--- config.mk ---
export PLATFORM = sky130hd
export DESIGN_NAME = spset_ram
export DESIGN_NICKNAME = d
export VERILOG_FILES = /design/src/hdl/spset_ram.sv
export SDC_FILE = /design/constraint.sdc
export NUM_CORES = 2
export LEC_CHECK = 0
export BUFFER_PORTS_ARGS = -buffer_cell sky130_fd_sc_hd__buf_2
export CAP_MARGIN = 10
export CELL_PAD_IN_SITES_DETAIL_PLACEMENT = 1
export CELL_PAD_IN_SITES_GLOBAL_PLACEMENT = 1
export CORE_MARGIN = 10
export CORE_UTILIZATION = 40
export DETAILED_ROUTE_END_ITERATION = 8
export PLACE_DENSITY_LB_ADDON = 0.1
export SLEW_MARGIN = 25
export SYNTH_ARGS = -nofsm -noshare
export SYNTH_HDL_FRONTEND = slang
export SYNTH_SLANG_ARGS = --single-unit
--- constraint.sdc ---
create_clock -name clk -period 8.32 [get_ports clk]
set_input_delay 1.248 -clock clk [delete_from_list [all_inputs] [get_ports clk]]
set_output_delay 1.248 -clock clk [all_outputs]
set_load 0.005 [all_outputs]
--- src/hdl/spset_ram.sv ---
// Generic RAM: one write port, two registered read ports.
module spset_ram #(
	parameter int WIDTH = 64,
	parameter int DEPTH = 64
) (
	input  logic                                 clk,
	input  logic                                 we,
	input  logic [((DEPTH > 1) ? $clog2(DEPTH) : 1)-1:0] waddr,
	input  logic [WIDTH-1:0]                     wdata,
	input  logic [((DEPTH > 1) ? $clog2(DEPTH) : 1)-1:0] raddr_a,
	input  logic [((DEPTH > 1) ? $clog2(DEPTH) : 1)-1:0] raddr_b,
	output logic [WIDTH-1:0]                     rdata_a,
	output logic [WIDTH-1:0]                     rdata_b
);

	logic [WIDTH-1:0] mem [DEPTH];

	always_ff @(posedge clk) begin
		if (we) begin
			mem[waddr] <= wdata;
		end
		rdata_a <= mem[raddr_a];
		rdata_b <= mem[raddr_b];
	end

endmodule

==> results.md <==
Route:
- Dividing the detail-routed wire length by the instance count gives 48.6 um.
- Dividing the detail-routed via count by the number of cells gives 6.98.
- The detailed-route wire length is 771 mm.
- For this run, design rule violations remaining after detail routing come to 0.
- After the first detailed-routing iteration, the DRC count stood at 16900.
- The first detailed-routing pass ran for 8 iterations.
- The count of antenna-violating nets left after detailed routing is 0.
- The routed layout has 111000 vias.

Global routing:
- The number of antenna violations at the first check in global routing is 84.
- The first global-routing pass estimated 1030 mm of wire.
- For this run the aggregate overflow at the end of global routing stands at 0.
- The maximum number of pins on one net before global-route repair is 108.
- For this run, the total global-route usage over all layers was measured as 0.302.
- The number of global-route vias before repair came to 114000.

Floorplan:
- During I/O placement, the number of pins put on the boundary was 212.
- From left edge to right edge, the die measures 705 um.
- The area enclosed by the die boundary is 0.497 mm2.
- From bottom edge to top edge, the die measures 705 um.
- The core region area is 0.468 mm2.
- The cell row count is 251.
- The initial utilization of the core area, before any placement, comes to 0.402.

Synthesis:
- Of all flip-flops after synthesis, the portion carrying an async set or reset was 0.
- The post-synth net total is 8925.
- The synthesized design contains 4096 enable-type register cells.
- The number of different library cells used by synthesis comes to 42.
- By count the netlist is led by 4096 x sky130_fd_sc_hd__edfxtp_1, 2016 x sky130_fd_sc_hd__mux4_2, 533 x sky130_fd_sc_hd__o22ai_1, 296 x sky130_fd_sc_hd__clkbuf_1, 242 x sky130_fd_sc_hd__buf_2.
- The most numerous cell in the Yosys netlist is sky130_fd_sc_hd__edfxtp_1.
- The mapped netlist covers 0.188 mm2.
- The post-synthesis sequential area ratio is 0.669.
- The cell type with the highest aggregate area in the netlist is sky130_fd_sc_hd__edfxtp_1.
- The synthesized design contains 4224 register bits.
- Yosys printed 0 warnings.
- By area the synthesized netlist is led by sky130_fd_sc_hd__edfxtp_1 65%, sky130_fd_sc_hd__mux4_2 24%, sky130_fd_sc_hd__o22ai_1 1.8%.
- Dividing the synthesized area by the synthesized cell count gives 21.2 um2.
- The primary flip-flop cell chosen by synthesis mapping is sky130_fd_sc_hd__edfxtp_1.
- The cell count after synthesis came out at 8841.
- The share of synthesized area in the top cell type comes to 0.655.

Power:
- The largest vdd supply drop is 0.194 mV.
- The ratio of total power to cell area is 229 mW/mm2.
- The leakage power is 65.4 nW.

Critical path:
- In this run the worst setup path begins at raddr_a[1].
- In this design, the stage delay of the slowest critical-path cell is 670 ps.
- The kind of critical path is primary input to flop.
- The number of cells on the worst reg-to-reg path is 5.
- The critical path startpoint category is a primary input.
- The endpoint class of the critical path is a flop.
- The start of the worst register-to-register path is mem[44][63].
- Traced cell by cell, the critical path runs through buf_8, buf_4, buf_4, mux4_2, mux2i_2, a31oi_2, a22oi_1, a221oi_2.
- The library cell contributing the largest single delay on the critical path is sky130_fd_sc_hd__buf_4.
- The largest fanout on the critical path is 69.
- The required time at the endpoint of the critical path is 9220 ps.
- In this design, the critical path's most frequently occurring cell is sky130_fd_sc_hd__buf_4.
- The arrival time of data at the critical path endpoint is 5530 ps.

Clock tree:
- The count of clock tree sinks is 4224.
- In this run, post-CTS repair resized a total of 0 instances.
- The number of buffers added by the clock tree synthesis step is 468.
- The hold-fix buffer count after cts is 0.
- The clock reaches the later pin of the worst-skew pair after 1070 ps.
- The maximum level of the CTS H-tree is 5.
- The buffers inserted during post-CTS setup optimization is 0.
- The maximum buffer depth of the clock tree is 4.
- CTS placed an instance of sky130_fd_sc_hd__clkbuf_16 at the clock tree root.
- TritonCTS built the clock tree.
- The CTS clock-pin slew for the worst setup and hold paths is 60 ps.

Cells and area:
- The number of filler instances in the final layout is 42100.
- Summing all non-filler instances in the final layout gives an area of 0.213 mm2.
- In the final layout, the share of cells above drive strength 1 is 0.359.
- Excluding fillers, the count of instances in the completed layout stands at 15900.
- The number of nets in the finished design is 9216.
- The layout overhead on the synthesized area is 13.4%.

Timing:
- The final worst slack is 3690 ps.
- The setup TNS after final layout is 0 ps.
- The final number of hold-violating endpoints came to 0.
- The final clock period utilization by the worst path is 0.557.
- The final count of pins violating max slew is 0.
- The timing-limited maximum frequency is 216 MHz.
- Setup repair after global routing left no endpoint under its margin.
- The pin slew with the least headroom to its limit is 1240 ps.
- The final critical path time including I/O delays and setup is 4630 ps.
- Headroom to the max-slew limit came out at 0.172.
- The final setup violation count is 0.
- The post-route clock skew is 57.8 ps.

Status:
- The flow ran to the end, and the final reports show no timing, DRC or antenna violations.

Place:
- The placed wire-length estimate after detailed placement is 435 mm.
- The number of buffers added on ports is 211.
- The final weighted congestion of routability-driven global placement is 0.822.
- The count of placed standard cells including taps is 14900.
- Summing all placed instances gives a cell area of 0.197 mm2.
- At the placement stage, the worst setup path has a slack of 2740 ps.

Hold path:
- The worst hold path passes through 2 cells.
- The worst hold path begins at raddr_b[5].
- The path class of the tightest hold or removal check is primary input to flop.

Job:
- Across the run, the number of max-cap violations was 0.
## layout by cell type (no fill, tap or decap), drive strengths merged, types with 14 or more instances in the layout
| cell type | netlist | final |
|---|---|---|
| a22o | 136 | 136 |
| mux4 | 2016 | 2016 |
| o221ai | 73 | 73 |
| clkinv | 0 | 200 |
| clkbuf | 297 | 624 |
| dfxtp | 128 | 128 |
| o22ai | 533 | 533 |
| a211oi | 79 | 79 |
| nor4 | 55 | 55 |
| o22a | 51 | 51 |
| bufinv | 0 | 39 |
| mux2i | 177 | 177 |
| nor2b | 30 | 30 |
| nand2 | 39 | 39 |
| a221oi | 153 | 153 |
| mux2 | 16 | 16 |
| diode | 0 | 112 |
| a22oi | 37 | 37 |
| a21oi | 128 | 128 |
| buf | 445 | 563 |
| nor3 | 63 | 63 |
| nand2b | 18 | 18 |
| nand3 | 18 | 18 |
| nor2 | 164 | 164 |
| edfxtp | 4096 | 4096 |
| a31oi | 14 | 14 |
## path summary, 6_finish.rpt
kind / slack, ps / endpoint
worst min-delay path: 670 / rdata_b[28]
worst max-delay path: 3690 / rdata_a[63]
worst max register to register: 5500 / rdata_a[63]
worst min register to register: 870 / rdata_b[25]
## sequential cells by signal, summed over array words and instances, names as in the netlist
signal / count
mem: 4096
rdata_a: 64
rdata_b: 64
## critical path: cells and delay by family
kind,cells,cell delay [ps]
AO/OA/AOI/OAI,3,1110
buffers and inverters,3,1720
multiplexers,2,1080
## metrics by stage
step,util,total power [W],hold slack [ps]
floorplan,-,0.0262,776
global placement,0.421,0.0281,841
detailed placement,0.422,0.0281,840
CTS,0.454,0.0489,559
global route,0.455,0.0499,603
finish,0.455,0.0487,670
## logic make-up (layout without fill, tap and decap cells)
family                 count (synthesis)  count (layout)  share of synthesized area
flip-flops                          4224            4224                      0.669
multiplexers                        2209            2209                      0.252
AO/OA/AOI/OAI                       1247            1247                     0.0480
buffers and inverters                743            1449                     0.0205
other                                  0             112                          0
AND/OR/NAND/NOR                      418             418                     0.0108
## layout make-up
class | count | area [um2] | share of cell area
flip-flops and latches | 4224 | 126000 | 0.590
multi-input cells | 3874 | 59200 | 0.278
clock buffers | 624 | 12900 | 0.0606
well taps | 6198 | 7750 | 0.0364
repair buffers | 563 | 4870 | 0.0228
clock inverters | 261 | 2430 | 0.0114
diodes | 112 | 280 | 0.00132
inverters | 1 | 8.76 | 0.0000411
## report_power, final
group	total [W]	switching [W]	internal, W
registers	0.0238	0.000272	0.0236
clock network	0.0210	0.00895	0.0121
logic	0.00384	0.00241	0.00143
## per-layer routing
layer  GRT usage  wire, um
met4       0.126     35900
met5           0        47
met1       0.409    297000
met3      0.0527     69800
met2       0.485    368000
(Power assumes the default switching activity.)
