[src/hdl/spset_pkg.sv]
// Shared constants and types for the successor/predecessor set.
package spset_pkg;

	localparam int WORD_BITS = 64;
	localparam int WORD_LOG  = 6;
	localparam int KEY_W     = 12;

	localparam logic CMD_INSERT = 1'b1;

	// Lowest set bit of one word and highest set bit of another.
	typedef struct packed {
		logic                lo_ok;
		logic [WORD_LOG-1:0] lo_idx;
		logic                hi_ok;
		logic [WORD_LOG-1:0] hi_idx;
	} scan_res_t;

endpackage

[src/hdl/spset_scan.sv]
// Bit scan: lowest set bit of lo_word, highest set bit of hi_word.
module spset_scan import spset_pkg::*; (
	input  logic [WORD_BITS-1:0] lo_word,
	input  logic [WORD_BITS-1:0] hi_word,
	output scan_res_t            res
);

	always_comb begin
		res = '0;
		for (int i = WORD_BITS - 1; i >= 0; i--) begin
			if (lo_word[i]) begin
				res.lo_ok  = 1'b1;
				res.lo_idx = WORD_LOG'(i);
			end
		end
		for (int i = 0; i < WORD_BITS; i++) begin
			if (hi_word[i]) begin
				res.hi_ok  = 1'b1;
				res.hi_idx = WORD_LOG'(i);
			end
		end
	end

endmodule
[config.mk]
export PLATFORM = sky130hd
export DESIGN_NAME = spset_scan
export DESIGN_NICKNAME = d
export VERILOG_FILES = /design/src/hdl/spset_pkg.sv /design/src/hdl/spset_scan.sv
export SDC_FILE = /design/constraint.sdc
export NUM_CORES = 1
export LEC_CHECK = 0
export BUFFER_PORTS_ARGS = -buffer_cell sky130_fd_sc_hd__clkbuf_2
export CORE_ASPECT_RATIO = 1.2
export CORE_UTILIZATION = 43
export DETAILED_ROUTE_END_ITERATION = 7
export GPL_TIMING_DRIVEN = 1
export PLACE_DENSITY = 0.9
export SLEW_MARGIN = 20
export SYNTH_ARGS = -nofsm -noshare
export SYNTH_HDL_FRONTEND = slang
export SYNTH_SLANG_ARGS = --single-unit
[constraint.sdc]
create_clock -name vclk -period 4.5
set_input_delay 1.125 -clock vclk [all_inputs]
set_output_delay 1.125 -clock vclk [all_outputs]
set_load 0.005 [all_outputs]
==> load_flow_metrics.sql, run 1 <==
INSERT INTO impl_metrics (metric_group, metric, value, unit) VALUES
('yosys', 'number_of_distinct_library_cells_after_synthesis', '36', ''),
('min_path', 'timing.hold.worst.class', 'in -> out', ''),
('min_path', 'hold_path_end', 'res[3]', ''),
('cells_and_area', 'post_layout_nonfiller_instances', '472', ''),
('cells_and_area', 'finish.instance_area', '0.002338', 'mm²'),
('floorplan', 'floorplan.core_area', '0.003425', 'mm²'),
('power', 'total_leakage_power', '1.088', 'nW'),
('critical_path', 'timing.critical_path.slowest_stage_cell', 'or4_1', ''),
('route', 'vias', '2832', ''),
('yosys', 'synthSimpleGateAreaFrac', '54.59', '%'),
('floorplan', 'die_height', '68.44', 'µm'),
('global_route', 'gr-usage-all-layers', '29.99', '%'),
('yosys', 'yosys_warnings', '0', ''),
('yosys', 'synthesis.area_per_instance', '5.398', 'µm²'),
('critical_path', 'ordered_cell_list_for_the_critical_path', 'clkbuf_2 -> nor4_1 -> nand2_1 -> nor2_2 -> nand2_1 -> or4_1 -> clkbuf_2', ''),
('global_route', 'wire_length_of_the_first_global_routing_pass', '9735', 'µm'),
('floorplan', 'die_width', '57.36', 'µm'),
('critical_path', 'worst_setup_path_end_kind', 'primary output', ''),
('power', 'power.density_cell_area', '69.84', 'mW/mm²'),
('place', 'dpl.cell_count', '472', ''),
('floorplan', 'initial_utilization', '46.18', '%'),
('cells_and_area', 'antennaDiodeCount', '0', ''),
('global_route', 'globalRoute.totalOverflow', '0', ''),
('cells_and_area', 'multiInputGateArea', '0.001484', 'mm²'),
('yosys', 'synth.top_cells.by_area', 'nor2_1 (14%), nor4_1 (10%), a21oi_1 (9.5%), nor3_1 (6.6%), inv_1 (5.9%)', ''),
('cells_and_area', 'register_area', '0', 'µm²'),
('cells_and_area', 'final.fill_count', '328', ''),
('global_route', 'initial_antenna_violation_count', '0', ''),
('yosys', 'synth_top_area_cell', 'nor2_1', ''),
('cells_and_area', 'sequential_cell_total', '0', ''),
('power', 'vdd_drop_max', '0.05639', 'mV'),
('timing', 'drv_slew', '0', ''),
('route', 'detailedRoute.firstPassIterationCount', '7', ''),
('yosys', 'post-synth-top-area-fraction', '13.53', '%'),
('global_route', 'grt_pass1_vias', '2430', ''),
('critical_path', 'cp_max_stage_delay', '520', 'ps'),
('min_path', 'timing.hold.worst.start', 'hi_word[59]', ''),
('timing', 'share_of_the_clock_period_used_by_the_worst_path_after_layout', '84.54', '%'),
('cells_and_area', 'final_util', '68.29', '%'),
('route', 'totalWireLength', '6110', 'µm'),
('min_path', 'hold_depth', '4', ''),
('route', 'vias_per_cell', '6.000', ''),
('yosys', 'largest_family_of_logic_cells_by_synthesized_area', 'simple AND/OR/NAND/NOR gates', ''),
('yosys', 'synth_area', '0.001582', 'mm²'),
('yosys', 'postSynthCellCount', '293', ''),
('place', 'port_buffers', '142', ''),
('yosys', 'synthMuxAreaShare', '0', '%'),
('floorplan', 'io_pins', '142', ''),
('cts', 'post_cts_resize_count', '0', ''),
('critical_path', 'timing_worst_setup_path_type', 'in -> out', ''),
('critical_path', 'critical_path_required', '3380', 'ps'),
('place', 'gp_congestion', '0.9177', ''),
('timing', 'max-slew-margin-rel', '66.50', '%'),
('outcome', 'failing_checks', 'DRC', ''),
('flow_run', 'cap_viol_max_count', '0', ''),
('route', 'drt_drc_violations_left', '8', ''),
('timing', 'hold_viol_final', '0', ''),
('critical_path', 'critical_path.max_fanout', '3', ''),
('place', 'dpl-instance-area', '0.002338', 'mm²'),
('yosys', 'synth_compound_area_share', '39.24', '%'),
('floorplan', 'die-area', '0.003925', 'mm²'),
('timing', 'timing.final.crit_period', '3804', 'ps'),
('critical_path', 'startpoint_type_of_the_worst_setup_path', 'input port', ''),
('timing', 'setup_total_negative_slack', '0', 'ps'),
('outcome', 'status', 'finished, violations left', ''),
('cells_and_area', 'area_growth_syn_to_layout', '47.86', '%'),
('yosys', 'synth_fp_nets', '421', ''),
('critical_path', 'arrival', '2680', 'ps'),
('cts', 'post-cts-setup-buffers', '0', ''),
('yosys', 'synth_fa_ha_area_share', '0', '%'),
('route', 'drtAntennaViolNets', '0', '');
## routing by layer
metal	GRT usage, %	vias to the layer above	wire length [µm]
met1	36.83	1250	2563
met3	1.701	9	416
met4	4.878	0	63
li1	-	1425	-
met5	0	-	0
met2	57.85	148	3066
## layout make-up
class	count	area share, %
multi-input cells	267	63.46
well taps	37	1.980
inverters	26	4.173
repair buffers	142	30.39
## cells in the mapped netlist (2+ instances only)
cell       count
nor2_2         2
o21ai_1        2
o21ai_0       15
o21a_1         5
inv_1         25
a211o_1        2
nor3_1        21
o31a_1         2
nand3_1       12
nand2b_1       3
o311ai_0       2
o22ai_1        2
o211ai_1       3
a31oi_1        4
o31ai_1        8
a211oi_1       4
a21oi_1       30
nand2_1       25
o41ai_1        4
o21bai_1       7
and3_1         4
nor2_1        57
o2111ai_1      2
nor4_2         4
nor2b_1        4
nor4_1        26
or4_1          7
nand4_1        3
## cells in the final DEF (no fill, tap or decap), types with 3 or more instances in the layout
| master | netlist | routed |
|---|---|---|
| nor3_1 | 21 | 21 |
| o211ai_1 | 3 | 3 |
| o21ai_0 | 15 | 15 |
| nand2_1 | 25 | 25 |
| nand4_1 | 3 | 3 |
| o21bai_1 | 7 | 7 |
| nor2_1 | 57 | 57 |
| nand2b_1 | 3 | 3 |
| nor4_2 | 4 | 4 |
| inv_1 | 25 | 25 |
| clkbuf_2 | 0 | 142 |
| a31oi_1 | 4 | 4 |
| nand3_1 | 12 | 12 |
| o41ai_1 | 4 | 4 |
| nor4_1 | 26 | 26 |
| or4_1 | 7 | 7 |
| nor2b_1 | 4 | 4 |
| a211oi_1 | 4 | 4 |
| a21oi_1 | 30 | 30 |
| o31ai_1 | 8 | 8 |
| o21a_1 | 5 | 5 |
| and3_1 | 4 | 4 |
## stage by stage
stage / worst slack [ps] / hold WS, ps / total power (W)
2_1_floorplan: 1080 / 2344 / 0.00005691
3_3_place_gp: 748.7 / 2579 / 0.0001556
3_5_place_dp: 714.7 / 2574 / 0.0001597
4_1_cts: 713.7 / 2576 / 0.0001605
5_1_grt: 524.7 / 2635 / 0.0001810
6_report: 695.9 / 2575 / 0.0001633
## cells by family after synthesis
family	count (synthesis)
AO/OA/AOI/OAI	96
AND/OR/NAND/NOR	171
buffers and inverters	26
## how the worst max path moves through the flow
stage | to | slack (ps) | cells after the start
global route | res[6] | 520 | 7
global placement | res[6] | 750 | 7
detailed placement | res[6] | 710 | 7
finish | res[6] | 700 | 7
floorplan | res[6] | 1080 | 5
CTS | res[6] | 710 | 7
## power by group
group          total, W  internal, W  switching [W]
combinational  0.000163    0.0000722      0.0000912
clock                 0            0              0
sequential            0            0              0
## worst max-delay path: cells and delay by family
family	cells	cell delay, ps
simple gates	5	1340
buf+inv	2	230
Note: power is estimated with default switching activity, not from simulation.
==> inputs of run 2 (changes only) <==
--- a/config.mk
+++ b/config.mk
@@ -7,10 +7,10 @@
 export LEC_CHECK = 0
 export BUFFER_PORTS_ARGS = -buffer_cell sky130_fd_sc_hd__clkbuf_2
 export CORE_ASPECT_RATIO = 1.2
-export CORE_UTILIZATION = 43
+export CORE_UTILIZATION = 40
 export DETAILED_ROUTE_END_ITERATION = 7
 export GPL_TIMING_DRIVEN = 1
-export PLACE_DENSITY = 0.9
+export PLACE_DENSITY = 0.84
 export SLEW_MARGIN = 20
 export SYNTH_ARGS = -nofsm -noshare
 export SYNTH_HDL_FRONTEND = slang
==> constraint.sdc (replaced) <==
create_clock -name vclk -period 3.6
set_input_delay 0.9 -clock vclk [all_inputs]
set_output_delay 0.9 -clock vclk [all_outputs]
set_load 0.005 [all_outputs]
==> run 2 against run 1 <==
  * The flow now finishes without violations
  * Worst setup slack got worse by 430 ps
  * Sequential share of layout area did not move
  * Count of clock-buffer cells in the layout did not move
  * Critical path depth did not move
  * Power rose by 23%
  * Die area rose by 7.3%
  * Core utilization fell by 4.5 points
  * Hold slack got worse by 430 ps
  * Via count rose by 0.11%
  * First-iteration DRC count fell by 38%
  * Global-route usage fell by 1.3 points
  * Critical endpoint unchanged
==> load_flow_metrics.sql, run 2 (same netlist as run 1, synthesis figures left out) <==
INSERT INTO impl_metrics (metric_group, metric, value, unit) VALUES
('global_route', 'gr-usage-all-layers', '28.68', '%'),
('cells_and_area', 'sequential_cell_total', '0', ''),
('floorplan', 'initial_utilization', '42.82', '%'),
('critical_path', 'critical_path.max_fanout', '4', ''),
('timing', 'hold_viol_final', '0', ''),
('power', 'total_leakage_power', '1.088', 'nW'),
('floorplan', 'die_width', '59.40', 'µm'),
('timing', 'worst_hold_slack', '2150', 'ps'),
('cells_and_area', 'multiInputGateArea', '0.001484', 'mm²'),
('cells_and_area', 'area_growth_syn_to_layout', '49.05', '%'),
('critical_path', 'worst_setup_path_end_kind', 'primary output', ''),
('timing', 'share_of_the_clock_period_used_by_the_worst_path_after_layout', '92.59', '%'),
('place', 'gp_congestion', '0.9296', ''),
('cells_and_area', 'share_of_final_layout_standard_cells_stronger_than_drive_strength_1', '34.71', '%'),
('route', 'dr.first_iter.drc_count', '128', ''),
('global_route', 'initial_antenna_violation_count', '0', ''),
('outcome', 'status', 'complete, no violations', ''),
('route', 'drtAntennaViolNets', '0', ''),
('critical_path', 'timing.critical_path.max_delay_family', 'simple AND/OR/NAND/NOR gates', ''),
('timing', 'max-slew-margin-rel', '68.63', '%'),
('route', 'totalWireLength', '6154', 'µm'),
('route', 'drt_drc_violations_left', '0', ''),
('power', 'power.density_cell_area', '85.50', 'mW/mm²'),
('global_route', 'globalRoute.totalOverflow', '0', ''),
('critical_path', 'ordered_cell_list_for_the_critical_path', 'clkbuf_2 -> nor4_2 -> nand3_1 -> nor3_2 -> nand2_1 -> or4_1 -> clkbuf_2', ''),
('route', 'detailedRoute.firstPassIterationCount', '6', ''),
('route', 'vias_per_cell', '5.821', ''),
('cells_and_area', 'layout_common_cells', 'clkbuf_2 (142), nor2_1 (57), a21oi_1 (30), nor4_1 (26)', ''),
('cells_and_area', 'final_nets', '565', ''),
('timing', 'setup_viol', '0', ''),
('global_route', 'grt_start_max_net_pins', '6', ''),
('timing', 'timing.final.crit_period', '3333', 'ps'),
('route', 'vias', '2835', ''),
('route', 'avgRoutedWirePerCell', '12.64', 'µm'),
('floorplan', 'floorplan.rows', '24', ''),
('floorplan', 'io_pins', '142', ''),
('cts', 'post-cts-setup-buffers', '0', ''),
('min_path', 'timing.hold.worst.class', 'in -> out', ''),
('floorplan', 'floorplan.core_area', '0.003694', 'mm²'),
('floorplan', 'die_height', '70.88', 'µm'),
('cells_and_area', 'layout_commonest_cell', 'clkbuf_2', ''),
('power', 'vdd_drop_max', '0.06400', 'mV'),
('timing', 'setup_total_negative_slack', '0', 'ps'),
('cts', 'post_cts_resize_count', '0', ''),
('cells_and_area', 'register_area', '0', 'µm²'),
('cells_and_area', 'final.fill_count', '404', ''),
('place', 'post_detailed_placement_half_perimeter_wirelength', '5464', 'µm'),
('critical_path', 'cp_max_stage_delay', '530', 'ps'),
('timing', 'worst-slew-pin-transition', '466.2', 'ps'),
('cts', 'cts.hold.buffers_added', '0', ''),
('floorplan', 'die-area', '0.004210', 'mm²'),
('flow_run', 'cap_viol_max_count', '0', ''),
('critical_path', 'critical_path_required', '2700', 'ps'),
('cells_and_area', 'clock_buffer_count', '0', ''),
('critical_path', 'arrival', '2430', 'ps'),
('critical_path', 'startpoint_type_of_the_worst_setup_path', 'input port', ''),
('critical_path', 'timing.critical_path.slowest_stage_cell', 'or4_1', ''),
('cells_and_area', 'antennaDiodeCount', '0', ''),
('critical_path', 'cell_with_the_most_instances_on_the_worst_path', 'clkbuf_2', ''),
('critical_path', 'count_of_buffer_and_inverter_cells_on_the_critical_path', '2', ''),
('timing', 'drv_slew', '0', ''),
('timing', 'rsz0062_at_grt', 'no', ''),
('place', 'port_buffers', '142', ''),
('critical_path', 'timing_worst_setup_path_type', 'in -> out', ''),
('global_route', 'grt_pass1_vias', '2632', ''),
('timing', 'max_frequency', '300.0', 'MHz'),
('global_route', 'wire_length_of_the_first_global_routing_pass', '10010', 'µm');
[run 2: cell type report]
cell class	count	share of cell area, %
inverters	26	4.140
multi-input cells	267	62.95
well taps	52	2.760
repair buffers	142	30.15
[run 2: through the flow]
step	instances	area (µm²)	worst slack, ps	utilization (%)	power [W]
after global routing	487	2357	99.72	63.82	0.0002243
after global placement	487	2357	333.5	63.82	0.0001933
after detailed placement	487	2357	290.9	63.82	0.0001978
final	487	2357	266.6	63.82	0.0002015
after floorplan	293	1582	629.8	-	0.00007113
after CTS	487	2357	288.2	63.82	0.0001987
[run 2: power by group]
| group | internal (W) | switching (W) |
|---|---|---|
| clock | 0 | 0 |
| combinational | 0.0000902 | 0.000111 |
| sequential | 0 | 0 |
[run 2: worst paths after layout]
kind	depth (start not counted)	slack (ps)	end	from
max	7	270	res[6]	hi_word[48]
min	4	2150	res[3]	hi_word[59]
[run 2: layer usage]
layer | up-vias | GRT usage [%] | share of wire [%]
met2 | 129 | 50.94 | 49
met3 | 16 | 4.022 | 6.6
li1 | 1429 | - | -
met4 | 0 | 11.64 | 2.3
met5 | - | 0 | 0
met1 | 1261 | 33.41 | 42
==> inputs of run 3 (changes only) <==
--- a/config.mk
+++ b/config.mk
@@ -7,10 +7,10 @@
 export LEC_CHECK = 0
 export BUFFER_PORTS_ARGS = -buffer_cell sky130_fd_sc_hd__clkbuf_2
 export CORE_ASPECT_RATIO = 1.2
-export CORE_UTILIZATION = 40
+export CORE_UTILIZATION = 43
 export DETAILED_ROUTE_END_ITERATION = 7
 export GPL_TIMING_DRIVEN = 1
-export PLACE_DENSITY = 0.84
+export PLACE_DENSITY = 0.9
 export SLEW_MARGIN = 20
 export SYNTH_ARGS = -nofsm -noshare
 export SYNTH_HDL_FRONTEND = slang
==> constraint.sdc (replaced) <==
create_clock -name vclk -period 3.9
set_input_delay 0.975 -clock vclk [all_inputs]
set_output_delay 0.975 -clock vclk [all_outputs]
set_load 0.005 [all_outputs]
==> run 3 against run 2 <==
  * The run now ends with DRC left
  * Wire length is 4.6% lower
  * Sequential share of layout area stayed put
  * Sequential cell count stayed put
  * Non-clock buffer count stayed put
  * Largest power group unchanged
  * Core utilization is 4.5 points higher
  * Worst setup slack better by 140 ps
==> load_flow_metrics.sql, run 3 (same netlist as run 1, synthesis figures left out) <==
INSERT INTO impl_metrics (metric_group, metric, value, unit) VALUES
('outcome', 'failing_checks', 'DRC', ''),
('outcome', 'status', 'finished, violations left', ''),
('timing', 'timing.final.crit_period', '3494', 'ps'),
('critical_path', 'timing_worst_setup_path_type', 'in -> out', ''),
('min_path', 'hold_depth', '4', ''),
('route', 'vias_per_cell', '5.763', ''),
('timing', 'worst_hold_slack', '2270', 'ps'),
('cells_and_area', 'layout_common_cells', 'clkbuf_2 (142), nor2_1 (57), a21oi_1 (30), nor4_1 (26)', ''),
('min_path', 'timing.hold.worst.class', 'in -> out', ''),
('cells_and_area', 'finish.instance_area', '0.002338', 'mm²'),
('timing', 'worst-slew-pin-transition', '441.3', 'ps'),
('timing', 'share_of_the_clock_period_used_by_the_worst_path_after_layout', '89.60', '%'),
('critical_path', 'critical_path.max_fanout', '4', ''),
('critical_path', 'startpoint_type_of_the_worst_setup_path', 'input port', ''),
('flow_run', 'cap_viol_max_count', '0', ''),
('floorplan', 'initial_utilization', '46.18', '%'),
('critical_path', 'critical_path_required', '2920', 'ps'),
('route', 'dr.first_iter.drc_count', '139', ''),
('global_route', 'wire_length_of_the_first_global_routing_pass', '9494', 'µm'),
('timing', 'hold_viol_final', '0', ''),
('place', 'gp_congestion', '0.9162', ''),
('power', 'total_leakage_power', '1.088', 'nW'),
('route', 'totalWireLength', '5872', 'µm'),
('route', 'detailedRoute.firstPassIterationCount', '8', ''),
('route', 'drt_drc_violations_left', '8', ''),
('critical_path', 'arrival', '2520', 'ps'),
('cts', 'post_cts_resize_count', '0', ''),
('place', 'post_detailed_placement_half_perimeter_wirelength', '5242', 'µm'),
('global_route', 'grt_start_max_net_pins', '6', ''),
('power', 'vdd_drop_max', '0.06276', 'mV'),
('floorplan', 'io_pins', '142', ''),
('power', 'power.density_cell_area', '79.55', 'mW/mm²'),
('cells_and_area', 'clock_buffer_count', '0', ''),
('cells_and_area', 'antennaDiodeCount', '0', ''),
('power', 'report.power.total', '0.0001860', 'W'),
('timing', 'max-slew-margin-rel', '70.31', '%'),
('cells_and_area', 'share_of_final_layout_standard_cells_stronger_than_drive_strength_1', '34.71', '%'),
('place', 'dpl-instance-area', '0.002338', 'mm²'),
('route', 'vias', '2720', ''),
('timing', 'setup_total_negative_slack', '0', 'ps'),
('global_route', 'grt_pass1_vias', '2386', ''),
('route', 'drtAntennaViolNets', '0', ''),
('cells_and_area', 'register_area', '0', 'µm²'),
('timing', 'drv_slew', '0', ''),
('cells_and_area', 'area_growth_syn_to_layout', '47.86', '%'),
('critical_path', 'worst_setup_path_end_kind', 'primary output', ''),
('floorplan', 'die_width', '57.36', 'µm'),
('route', 'avgRoutedWirePerCell', '12.44', 'µm'),
('timing', 'max_frequency', '286.2', 'MHz'),
('timing', 'setup_viol', '0', ''),
('floorplan', 'floorplan.rows', '23', ''),
('cells_and_area', 'layout_commonest_cell', 'clkbuf_2', ''),
('place', 'port_buffers', '142', ''),
('floorplan', 'floorplan.core_area', '0.003425', 'mm²'),
('cts', 'post-cts-setup-buffers', '0', ''),
('cells_and_area', 'sequential_cell_total', '0', ''),
('global_route', 'initial_antenna_violation_count', '0', ''),
('global_route', 'globalRoute.totalOverflow', '0', ''),
('floorplan', 'die_height', '68.44', 'µm'),
('floorplan', 'die-area', '0.003925', 'mm²'),
('cells_and_area', 'final_nets', '565', ''),
('timing', 'rsz0062_at_grt', 'no', ''),
('cts', 'cts.hold.buffers_added', '0', ''),
('global_route', 'gr-usage-all-layers', '29.07', '%');
[run 3: cell counts in the layout (fill, tap and decap cells not counted)]
Identical to the previous run, type by type.
[run 3: worst paths after layout]
path               startpoint  endpoint  slack (ps)
setup / recovery  hi_word[33]    res[6]         410
hold / removal    hi_word[59]    res[3]        2270
[run 3: cell type report]
| type | count | area [µm²] |
|---|---|---|
| fillers | 332 | 1086 |
| repair buffers | 142 | 710.7 |
| multi-input cells | 267 | 1484 |
| well taps | 37 | 46.29 |
| inverters | 26 | 97.59 |
[run 3: worst max-delay path: stages]
cell	delay (ps)
clkbuf_2	110
nor4_1	440
nand2_1	160
nor2_2	130
nand2_1	70
or4_1	520
clkbuf_2	130
[run 3: report_power, final]
group / internal (W) / switching (W)
sequential: 0 / 0
clock: 0 / 0
combinational: 0.0000833 / 0.000103
[run 3: stage by stage]
step,utilization (%),std cells,worst slack [ps]
2_1_floorplan,-,293,779.8
3_5_place_dp,68.29,472,426.2
4_1_cts,68.29,472,421.0
5_1_grt,68.29,472,205.7
6_report,68.29,472,405.7
3_3_place_gp,68.29,472,448.3
[run 3: layer usage]
layer	vias to the layer above	routed length (µm)	track usage, %
li1	1423	-	-
met1	1193	2589	36.94
met2	98	2930	54.51
met3	6	301	1.323
met4	0	51	5.183
met5	-	0	0
